$ cat src/sv/assert_macros.svh
// assertion macros shared by the allocator rtl
`ifndef ASSERT_MACROS_SVH
`define ASSERT_MACROS_SVH

// antecedent implies consequent in the same cycle
`define FPA_ASSERT_SAME(label, clk, rst_n, ante, cons) \
  label: assert property (@(posedge clk) disable iff (!rst_n) (ante) |-> (cons)) \
    else $error("assertion failed");

// antecedent implies consequent in the next cycle
`define FPA_ASSERT_NEXT(label, clk, rst_n, ante, cons) \
  label: assert property (@(posedge clk) disable iff (!rst_n) (ante) |=> (cons)) \
    else $error("assertion failed");

`endif

$ cat src/sv/fpa_pkg.sv
// shared types and constants of the partition allocator
`default_nettype none
package fpa_pkg;

  typedef logic [2:0] status_t;

  localparam status_t ST_OK     = 3'd0;
  localparam status_t ST_NOFIT  = 3'd1;
  localparam status_t ST_NOPROC = 3'd2;
  localparam status_t ST_FULL   = 3'd3;
  localparam status_t ST_ZERO   = 3'd4;

  localparam logic [1:0] FN_ALLOC  = 2'd0;
  localparam logic [1:0] FN_FREE   = 2'd1;
  localparam logic [1:0] FN_INIT   = 2'd2;
  localparam logic [1:0] FN_UNUSED = 2'd3;

  localparam logic REG_IDX_BASE   = 1'b0;
  localparam logic REG_IDX_LENGTH = 1'b1;

  localparam logic [23:0] BASE_RESET   = 24'd11240;
  localparam logic [23:0] LENGTH_RESET = 24'd101400;

  typedef enum logic [2:0] {
    S_IDLE,
    S_PASS1,
    S_PASS2,
    S_PASS3,
    S_DROP
  } fpa_state_t;

  typedef struct packed {
    logic clr;
    logic load;
  } cell_ctl_t;

endpackage
`default_nettype wire

$ cat src/sv/fpa_cell.sv
// one table entry of the allocator ring
`default_nettype none
module fpa_cell #(
  parameter int W = 48
) (
  input  logic               clk,
  input  logic               rst_n,
  input  fpa_pkg::cell_ctl_t ctl,
  input  logic [W-1:0]       d_in,
  input  logic               v_in,
  output logic [W-1:0]       d_out,
  output logic               v_out
);
  import fpa_pkg::*;

  logic [W-1:0] data_r;
  logic         valid_r;

  always_ff @(posedge clk) begin
    if (!rst_n) begin
      valid_r <= 1'b0;
    end else if (ctl.load) begin
      valid_r <= v_in;
    end else if (ctl.clr) begin
      valid_r <= 1'b0;
    end
  end

  always_ff @(posedge clk) begin
    if (ctl.load) begin
      data_r <= d_in;
    end else if (ctl.clr) begin
      data_r <= '0;
    end
  end

  assign d_out = data_r;
  assign v_out = valid_r;

endmodule
`default_nettype wire

$ cat src/sv/first_fit_partition_allocator.sv
// top level of the first-fit partition allocator
`default_nettype none
// usage: pulse start with in_func, in_process_id and in_request_length while busy is low.
// func 0 allocates, 1 releases the owner's highest entry, 2 loads one free region from
// the region_base and region_length registers (apb, byte addresses 0 and 4).
// each word gives exactly one result, shown for one cycle with out_valid high.
// both tables are rings of cells that, during the ring passes, rotate one entry per cycle
// past a head cell, where the sequencer inspects and rewrites entries.
// steps: init, zero size and unused codes answer from the idle state; allocate ends
// after the first ring pass when it fails, after the second when it succeeds, and then
// passes the drop state when an entry is dropped; release ends after the first pass when
// the owner is absent, after the second on a full table, else after the third and then
// the drop state when two free regions merge. words are taken one at a time: busy stays
// high while a word is in its ring passes, and no new word is accepted until it is done.
// a new word may be started in the cycle its predecessor's result is shown.
// reset empties both tables and loads the register reset values; the receiver
// cannot stall, results are never held.
module first_fit_partition_allocator #(
  parameter int TABLE_ENTRIES = 16,
  parameter int ADDR_BITS     = 24
) (
  input  logic             clk,
  input  logic             rst_n,
  input  logic             start,
  output logic             busy,
  input  logic [1:0]       in_func,
  input  logic [15:0]      in_process_id,
  input  logic [23:0]      in_request_length,
  output logic             out_valid,
  output fpa_pkg::status_t out_status,
  output logic [23:0]      out_block_address,
  output logic [23:0]      out_block_length,
  input  logic             psel,
  input  logic             penable,
  input  logic             pwrite,
  input  logic [2:0]       paddr,
  input  logic [31:0]      pwdata,
  output logic [31:0]      prdata,
  output logic             pready
);
  import fpa_pkg::*;
  `include "assert_macros.svh"

  localparam int N  = TABLE_ENTRIES;
  localparam int A  = ADDR_BITS;
  localparam int IW = $clog2(N);
  localparam int FW = 2 * A;
  localparam int UW = 2 * A + 16;

  // config registers
  logic [23:0] base_r, length_r;
  logic        wr_en;

  assign pready = 1'b1;
  assign wr_en  = psel && penable && pwrite;

  always_ff @(posedge clk) begin
    if (!rst_n) begin
      base_r   <= BASE_RESET;
      length_r <= LENGTH_RESET;
    end else if (wr_en) begin
      if (paddr[2] == REG_IDX_BASE) begin
        base_r <= pwdata[23:0];
      end else begin
        length_r <= pwdata[23:0];
      end
    end
  end

  assign prdata = (paddr[2] == REG_IDX_LENGTH) ? {8'd0, length_r} : {8'd0, base_r};

  // cell rings
  logic [FW-1:0] free_d   [N];
  logic          free_v   [N];
  logic [FW-1:0] free_din [N];
  logic          free_vin [N];
  cell_ctl_t     free_ctl [N];
  logic [UW-1:0] used_d   [N];
  logic          used_v   [N];
  logic [UW-1:0] used_din [N];
  logic          used_vin [N];
  cell_ctl_t     used_ctl [N];

  for (genvar g = 0; g < N; g++) begin : g_cells
    fpa_cell #(.W(FW)) u_free (
      .clk(clk), .rst_n(rst_n), .ctl(free_ctl[g]),
      .d_in(free_din[g]), .v_in(free_vin[g]), .d_out(free_d[g]), .v_out(free_v[g])
    );
    fpa_cell #(.W(UW)) u_used (
      .clk(clk), .rst_n(rst_n), .ctl(used_ctl[g]),
      .d_in(used_din[g]), .v_in(used_vin[g]), .d_out(used_d[g]), .v_out(used_v[g])
    );
  end

  // sequencer state
  fpa_state_t state_r, state_nxt;
  logic [IW-1:0] cnt_r, cnt_nxt;
  logic [1:0]    func_r, func_nxt;
  logic [15:0]   pid_r, pid_nxt;
  logic [A-1:0]  req_r, req_nxt;
  logic          kf_r, kf_nxt, uf_r, uf_nxt;
  logic [IW-1:0] k_r, k_nxt, u_r, u_nxt;
  logic [A-1:0]  cs_r, cs_nxt, cl_r, cl_nxt;
  logic          upf_r, upf_nxt, upd_r, upd_nxt, lof_r, lof_nxt, slf_r, slf_nxt;
  logic [IW-1:0] up_r, up_nxt, lo_r, lo_nxt, sl_r, sl_nxt, drop_r, drop_nxt;
  logic [A-1:0]  uplen_r, uplen_nxt;
  logic          ov_r, ov_nxt;
  status_t       os_r, os_nxt;
  logic [23:0]   oa_r, oa_nxt, ol_r, ol_nxt;

  logic          rotate, drop, init_ld, last;
  logic [FW-1:0] fb_f;
  logic          fbv_f;
  logic [UW-1:0] fb_u;
  logic          fbv_u;
  logic [A-1:0]  fh_s, fh_l, uh_s, uh_l, be, alloc_addr, ib, il, req_in;
  logic [15:0]   uh_o;
  logic          up_hit, lo_hit;

  assign fh_s       = free_d[0][FW-1:A];
  assign fh_l       = free_d[0][A-1:0];
  assign uh_s       = used_d[0][UW-1:A+16];
  assign uh_l       = used_d[0][A+15:16];
  assign uh_o       = used_d[0][15:0];
  assign be         = cs_r + cl_r;
  assign alloc_addr = cs_r + cl_r - req_r;
  assign ib         = A'(base_r);
  assign il         = A'(length_r);
  assign req_in     = A'(in_request_length);
  assign last       = (cnt_r == IW'(N - 1));
  assign up_hit     = free_v[0] && !upf_r && !upd_r && (fh_s == be);
  assign lo_hit     = free_v[0] && !lof_r && (A'(fh_s + fh_l) == cs_r);

  always_comb begin
    state_nxt = state_r;  cnt_nxt = cnt_r;   func_nxt = func_r; pid_nxt = pid_r;
    req_nxt = req_r;      kf_nxt = kf_r;     uf_nxt = uf_r;     k_nxt = k_r;
    u_nxt = u_r;          cs_nxt = cs_r;     cl_nxt = cl_r;     upf_nxt = upf_r;
    upd_nxt = upd_r;      lof_nxt = lof_r;   slf_nxt = slf_r;   up_nxt = up_r;
    lo_nxt = lo_r;        sl_nxt = sl_r;     drop_nxt = drop_r; uplen_nxt = uplen_r;
    ov_nxt = 1'b0;        os_nxt = os_r;     oa_nxt = oa_r;     ol_nxt = ol_r;
    rotate = 1'b0;        drop = 1'b0;       init_ld = 1'b0;
    fb_f = free_d[0];     fbv_f = free_v[0]; fb_u = used_d[0];  fbv_u = used_v[0];

    case (state_r)
      S_IDLE: begin
        if (start) begin
          func_nxt = in_func;
          pid_nxt  = in_process_id;
          req_nxt  = req_in;
          cnt_nxt  = '0;
          kf_nxt = 1'b0; uf_nxt = 1'b0; upf_nxt = 1'b0; upd_nxt = 1'b0;
          lof_nxt = 1'b0; slf_nxt = 1'b0;
          ov_nxt = 1'b1; os_nxt = ST_OK; oa_nxt = '0; ol_nxt = '0;
          case (in_func)
            FN_ALLOC: begin
              if (req_in == '0) begin
                os_nxt = ST_ZERO;
              end else begin
                ov_nxt    = 1'b0;
                state_nxt = S_PASS1;
              end
            end
            FN_FREE: begin
              ov_nxt    = 1'b0;
              state_nxt = S_PASS1;
            end
            FN_INIT: begin
              init_ld = 1'b1;
              if (il != '0) begin
                oa_nxt = 24'(ib);
                ol_nxt = 24'(il);
              end
            end
            default: begin
            end
          endcase
        end
      end
      S_PASS1: begin
        rotate  = 1'b1;
        cnt_nxt = last ? '0 : cnt_r + 1'b1;
        if (func_r == FN_ALLOC) begin
          if (!kf_r && free_v[0] && fh_l >= req_r) begin
            kf_nxt = 1'b1; k_nxt = cnt_r; cs_nxt = fh_s; cl_nxt = fh_l;
          end
          if (!uf_r && !used_v[0]) begin
            uf_nxt = 1'b1; u_nxt = cnt_r;
          end
          if (last) begin
            if (!kf_nxt || !uf_nxt) begin
              state_nxt = S_IDLE;
              ov_nxt = 1'b1; os_nxt = kf_nxt ? ST_FULL : ST_NOFIT; oa_nxt = '0; ol_nxt = '0;
            end else begin
              state_nxt = S_PASS2;
            end
          end
        end else begin
          if (used_v[0] && uh_o == pid_r && (!uf_r || uh_s > cs_r)) begin
            uf_nxt = 1'b1; u_nxt = cnt_r; cs_nxt = uh_s; cl_nxt = uh_l;
          end
          if (last) begin
            if (!uf_nxt) begin
              state_nxt = S_IDLE;
              ov_nxt = 1'b1; os_nxt = ST_NOPROC; oa_nxt = '0; ol_nxt = '0;
            end else begin
              state_nxt = S_PASS2;
            end
          end
        end
      end
      S_PASS2: begin
        rotate  = 1'b1;
        cnt_nxt = last ? '0 : cnt_r + 1'b1;
        if (func_r == FN_ALLOC) begin
          if (cnt_r == k_r) begin
            fb_f = {fh_s, A'(fh_l - req_r)};
          end
          if (cnt_r == u_r) begin
            fb_u  = {alloc_addr, req_r, pid_r};
            fbv_u = 1'b1;
          end
          if (last) begin
            if (cl_r == req_r) begin
              drop_nxt = k_r; state_nxt = S_DROP;
            end else begin
              state_nxt = S_IDLE;
              ov_nxt = 1'b1; os_nxt = ST_OK;
              oa_nxt = 24'(alloc_addr); ol_nxt = 24'(req_r);
            end
          end
        end else begin
          if (lo_hit) begin
            lof_nxt = 1'b1; lo_nxt = cnt_r;
          end
          if (up_hit && lo_hit) begin
            upd_nxt = 1'b1;
          end else if (up_hit) begin
            upf_nxt = 1'b1; up_nxt = cnt_r; uplen_nxt = fh_l;
          end
          if (!slf_r && !free_v[0]) begin
            slf_nxt = 1'b1; sl_nxt = cnt_r;
          end
          if (last) begin
            if (!upf_nxt && !lof_nxt && !slf_nxt) begin
              state_nxt = S_IDLE;
              ov_nxt = 1'b1; os_nxt = ST_FULL; oa_nxt = '0; ol_nxt = '0;
            end else begin
              state_nxt = S_PASS3;
            end
          end
        end
      end
      S_PASS3: begin
        rotate  = 1'b1;
        cnt_nxt = last ? '0 : cnt_r + 1'b1;
        if (cnt_r == u_r) begin
          fb_u  = '0;
          fbv_u = 1'b0;
        end
        if (lof_r) begin
          if (cnt_r == lo_r) begin
            fb_f = {fh_s, A'(fh_l + cl_r + (upf_r ? uplen_r : '0))};
          end
        end else if (upf_r) begin
          if (cnt_r == up_r) begin
            fb_f = {cs_r, A'(fh_l + cl_r)};
          end
        end else if (cnt_r == sl_r) begin
          fb_f  = {cs_r, cl_r};
          fbv_f = 1'b1;
        end
        if (last) begin
          if (lof_r && upf_r) begin
            drop_nxt = up_r; state_nxt = S_DROP;
          end else begin
            state_nxt = S_IDLE;
            ov_nxt = 1'b1; os_nxt = ST_OK; oa_nxt = 24'(cs_r); ol_nxt = 24'(cl_r);
          end
        end
      end
      S_DROP: begin
        drop      = 1'b1;
        state_nxt = S_IDLE;
        ov_nxt    = 1'b1;
        os_nxt    = ST_OK;
        if (func_r == FN_ALLOC) begin
          oa_nxt = 24'(alloc_addr); ol_nxt = 24'(req_r);
        end else begin
          oa_nxt = 24'(cs_r); ol_nxt = 24'(cl_r);
        end
      end
      default: state_nxt = S_IDLE;
    endcase
  end

  // neighbor hand-off between cells
  always_comb begin
    for (int i = 0; i < N; i++) begin
      if (i < N - 1) begin
        free_din[i] = free_d[(i + 1) % N];
        free_vin[i] = free_v[(i + 1) % N];
        used_din[i] = used_d[(i + 1) % N];
        used_vin[i] = used_v[(i + 1) % N];
      end else begin
        free_din[i] = drop ? '0 : fb_f;
        free_vin[i] = drop ? 1'b0 : fbv_f;
        used_din[i] = fb_u;
        used_vin[i] = fbv_u;
      end
      free_ctl[i].clr  = init_ld;
      free_ctl[i].load = rotate || (drop && IW'(i) >= drop_r);
      used_ctl[i].clr  = init_ld;
      used_ctl[i].load = rotate;
    end
    if (init_ld) begin
      free_din[0]      = {ib, il};
      free_vin[0]      = (il != '0);
      free_ctl[0].load = 1'b1;
    end
  end

  always_ff @(posedge clk) begin
    if (!rst_n) begin
      state_r <= S_IDLE;
      ov_r    <= 1'b0;
    end else begin
      state_r <= state_nxt;
      ov_r    <= ov_nxt;
    end
  end

  always_ff @(posedge clk) begin
    cnt_r <= cnt_nxt;   func_r <= func_nxt; pid_r <= pid_nxt;   req_r <= req_nxt;
    kf_r <= kf_nxt;     uf_r <= uf_nxt;     k_r <= k_nxt;       u_r <= u_nxt;
    cs_r <= cs_nxt;     cl_r <= cl_nxt;     upf_r <= upf_nxt;   upd_r <= upd_nxt;
    lof_r <= lof_nxt;   slf_r <= slf_nxt;   up_r <= up_nxt;     lo_r <= lo_nxt;
    sl_r <= sl_nxt;     drop_r <= drop_nxt; uplen_r <= uplen_nxt;
    os_r <= os_nxt;     oa_r <= oa_nxt;     ol_r <= ol_nxt;
  end

  assign busy              = (state_r != S_IDLE);
  assign out_valid         = ov_r;
  assign out_status        = os_r;
  assign out_block_address = oa_r;
  assign out_block_length  = ol_r;

  logic [N-1:0] fv_vec;
  always_comb begin
    for (int i = 0; i < N; i++) begin
      fv_vec[i] = free_v[i];
    end
  end

  `FPA_ASSERT_SAME(a_free_packed, clk, rst_n, state_r == S_IDLE, (fv_vec & (fv_vec + 1'b1)) == '0)
  `FPA_ASSERT_NEXT(a_word_progress, clk, rst_n, start && !busy, busy || out_valid)
  `FPA_ASSERT_SAME(a_error_zero, clk, rst_n, out_valid && out_status != ST_OK,
                   out_block_address == '0 && out_block_length == '0)

endmodule
`default_nettype wire

$ cat config.mk
export PLATFORM = sky130hd
export DESIGN_NAME = first_fit_partition_allocator
export DESIGN_NICKNAME = d
export VERILOG_FILES = /design/src/sv/fpa_pkg.sv /design/src/sv/fpa_cell.sv /design/src/sv/first_fit_partition_allocator.sv
export VERILOG_INCLUDE_DIRS = /design/src /design/src/sv
export SDC_FILE = /design/constraint.sdc
export NUM_CORES = 2
export LEC_CHECK = 0
export BUFFER_PORTS_ARGS = -buffer_cell sky130_fd_sc_hd__buf_4
export CORE_MARGIN = 2
export CORE_UTILIZATION = 50
export CTS_CLUSTER_DIAMETER = 30
export DETAILED_ROUTE_END_ITERATION = 6
export HOLD_SLACK_MARGIN = 0.02
export PLACE_DENSITY = 0.73
export RECOVER_POWER = 25
export SLEW_MARGIN = 10
export SYNTH_ARGS = -nofsm -noshare
export SYNTH_HDL_FRONTEND = slang
export SYNTH_HIERARCHICAL = 1
export SYNTH_SLANG_ARGS = --single-unit
export TNS_END_PERCENT = 50
$ cat constraint.sdc
create_clock -name clk -period 8.7 [get_ports clk]
set_input_delay 2.175 -clock clk [delete_from_list [all_inputs] [get_ports clk]]
set_output_delay 2.175 -clock clk [all_outputs]
set_load 0.01 [all_outputs]
==> results.json <==
{
  "die_x_microns": 430.1,
  "core-area_sq_um": 180500,
  "grt_first_pass_wirelength_microns": 363300,
  "fp-row-count": 156,
  "nFillCells": 13349,
  "path_clk_slew_ps": 50,
  "post_drt_via_cell_ratio": 5.707,
  "die_area_sq_um": 185000,
  "synthArstFlopShare_pct": 0,
  "power_density_nw_per_um2": 286.8,
  "max-vdd-ir-drop_mv": 0.2307,
  "switchingPower_mw": 7.517,
  "internal-power_mw": 23.14,
  "place_hpwl_microns": 165000,
  "maxCapViolCount": 13,
  "finalWirelength_microns": 252900,
  "seqPwrFrac_pct": 41.2,
  "synth_compound_area_share_pct": 6.144,
  "area.sequential_sq_um": 61470,
  "synth_seq_cells": 2075,
  "tns_ps": 0,
  "top_layer": "met5",
  "clock_skew_ps": 116.8,
  "setup_viol": 0,
  "synthMuxAreaShare_pct": 0.7676,
  "final_max_slew_viol_count": 817,
  "drt_first_pass_iters": 7,
  "fin_hold_ws_ps": 437.9,
  "met2WireLength_microns": 110200,
  "synthTopCellsByArea": "edfxtp_1 66%, and2_1 13%, nand2_1 2.5%",
  "p_leak_nw": 40.08,
  "cts_resized": 0,
  "boundaryPins": 169,
  "tightest_slew_ps": 4335,
  "timing.slew.headroom_pct": -189.0,
  "grt_max_degree": 327,
  "vias": 55516,
  "ctsHtreeMaxLevel": 5,
  "violations": "design-rule violations, max-capacitance violations, max-slew violations",
  "hold_violations": 0,
  "hp-class": "reg2reg",
  "ys_seq_area_share_pct": 67.70,
  "ys_types": 92,
  "synth-simple-area-share_pct": 17.98,
  "holdBufCountCts": 0,
  "crit_fanout": 67,
  "insertion_delay_ps": 980,
  "cts_root_buf": "clkbuf_16",
  "timing.fmax_mhz": 143.9,
  "cts_setup_buffers": 0,
  "grt_setup_unrepaired": "no",
  "grt_pass1_vias": 53835,
  "cts_tree": "done",
  "routed-wl-met3_microns": 24200,
  "status": "complete, but fails checks",
  "io_buffers": 149,
  "yosys.area_share.adder_pct": 2.392,
  "placedCellCount": 9016,
  "clock-sinks": 2075,
  "drive_above_1_share_pct": 13.00,
  "die_h_microns": 430.1,
  "nNetsFinal": 7292,
  "switching_share_pct": 24.52,
  "yosys.area.top_type": "edfxtp_1",
  "finalCriticalPeriod_ps": 6947,
  "drt_iter0_drc": 6321,
  "required_ps": 9350,
  "crit_type": "reg2reg",
  "area_delta_synth_final_pct": 17.74,
  "avgRoutedWirePerCell_microns": 26.00,
  "synth_top_cell_area_share_pct": 65.85,
  "clock_path_buffers": 4,
  "yosysWarnings": 6,
  "fin_cells": 9727,
  "multi_input_area_sq_um": 26960,
  "synth_top_family_by_area": "simple AND/OR/NAND/NOR gates",
  "numCtsBuffers": 391,
  "end_kind": "flip-flop",
  "drtAntennaViolNets": 0,
  "synth_edf_count": 1991,
  "pwr-share-clk_pct": 49.0,
  "place_congestion": 1.026,
  "cp-start-kind": "flip-flop",
  "cp_data_arrival_time_ps": 7600,
  "drc": 37,
  "syn-cell-area_sq_um": 90790,
  "synthFlopType": "edfxtp_1",
  "p_comb_share_pct": 9.8,
  "start_util_pct": 50.29,
  "synth_xor_area_share_pct": 2.182,
  "min_period_over_period_pct": 79.85,
  "antenna_found_initial": 34,
  "wl_met1_microns": 104100,
  "grt-ovfl-total": 0,
  "syn_inst": 6714,
  "avgSynthCellArea_sq_um": 13.52,
  "grt_util_all_layers_pct": 26.99
}
## cells in the final DEF, fill, tap and decap left out, drive strengths merged, types with 48 or more instances in the layout
master / instances
dfxtp: 84
bufinv: 59
nor3: 48
xor2: 86
nand2: 598
inv: 154
a21o: 64
a21oi: 189
and2: 1826
o21ai: 157
xnor2: 127
nand3: 57
edfxtp: 1991
ha: 164
buf: 195
nor2: 138
clkbuf: 509
clkinv: 142
## per-layer routing
layer / global-route usage, % / vias to the layer above
met4: 14.00 / 14
li1: - / 24702
met5: 0.4424 / -
met1: 37.04 / 27474
met2: 39.94 / 2679
met3: 6.614 / 647
## final cells by class
| type | instances | area share (%) |
|---|---|---|
| Clock buffer | 435 | 9.415 |
| Tap cell | 2370 | 2.774 |
| Clock inverter | 264 | 2.902 |
| Sequential cell | 2075 | 57.50 |
| Antenna cell | 12 | 0.02809 |
| Multi-Input combinational cell | 4171 | 25.22 |
| Timing Repair Buffer | 269 | 1.688 |
| Inverter | 131 | 0.4694 |
## stage by stage
stage	utilization [%]	instance area [sq um]	power (mW)	setup WS, ps
after floorplan	-	90820	14.52	2050
after global placement	52.03	93950	15.71	2456
after detailed placement	52.04	93950	15.76	2540
after CTS	59.33	107100	30.83	2575
after global routing	59.19	106900	31.59	1203
final	59.21	106900	30.66	1753
## cells in the mapped netlist, types with 21 or more instances
library cell,number
and2_1,1825
a21o_1,64
mux2_2,29
a22o_1,32
or2_2,30
nand4_1,35
dfxtp_1,84
xor2_1,86
nor4bb_1,32
edfxtp_1,1991
nand3_1,57
nor2b_1,21
ha_1,164
a21oi_1,187
a222oi_1,37
nor4_1,27
nor2_1,138
mux2i_1,37
inv_1,130
buf_6,80
a21boi_0,44
o21a_1,21
buf_2,37
xnor2_1,127
a211oi_1,27
nand2b_1,24
a31oi_1,23
o21ai_0,145
clkbuf_1,123
nand2_1,598
clkbuf_2,82
nor3_1,48
## state kept, by name (all words and copies together), names as in the netlist, 2 cells and up
name and cells:
g_cells.u_used/v_out 16, out_block_address 24, cl_r 24, g_cells.u_free/d_out 768, out_block_length 24, il 24
cnt_r 4, drop_r 4, g_cells.u_free/v_out 16, pid_r 16, func_r 2, u_r 4
lo_r 4, sl_r 4, state_r 3, g_cells.u_used/d_out 1024, uplen_r 24, k_r 4
req_r 24, base_r 24, cs_r 24, out_status 3, up_r 4
## final timing paths
kind,end,cells past startpoint,slack (ps),start
worst min-delay path,g_cells[11].u_free/d_out[27],1,440,g_cells[12].u_free/d_out[27]
worst max-delay path,g_cells[15].u_used/d_out[29],7,1750,func_r[0]
worst max register to register,g_cells[15].u_used/d_out[29],7,1750,func_r[0]
worst min register to register,g_cells[11].u_free/d_out[27],1,440,g_cells[12].u_free/d_out[27]
## worst max-delay path: stages (launching register included)
cell and delay [ps]:
edfxtp_1 390, or2_2 120, clkbuf_1 2760, nor2_1 640, nand2_1 490, clkbuf_1 1160
o21ai_0 690, and2_1 350
## kinds of logic (layout without fill, tap and decap cells)
logic type	count (synthesis)	in the layout
AOI/OAI and AO/OA	810	810
xor gates and xnor gates	218	218
adders and majority gates	170	170
buffers and inverters	475	1099
DFF	2075	2075
muxes	66	66
other	2	21
and+or+nand+nor	2898	2898
## power groups by stage
stage                     Sequential, mW  Combinational [mW]  Clock, mW
after global routing                12.7                3.24       15.7
after detailed placement            12.8                2.99          0
final                               12.6                3.02       15.0
after CTS                           12.6                3.01       15.2
after floorplan                     12.6                1.96          0
after global placement              12.8                2.96          0
No activity file was read; power rests on OpenSTA's default activity.
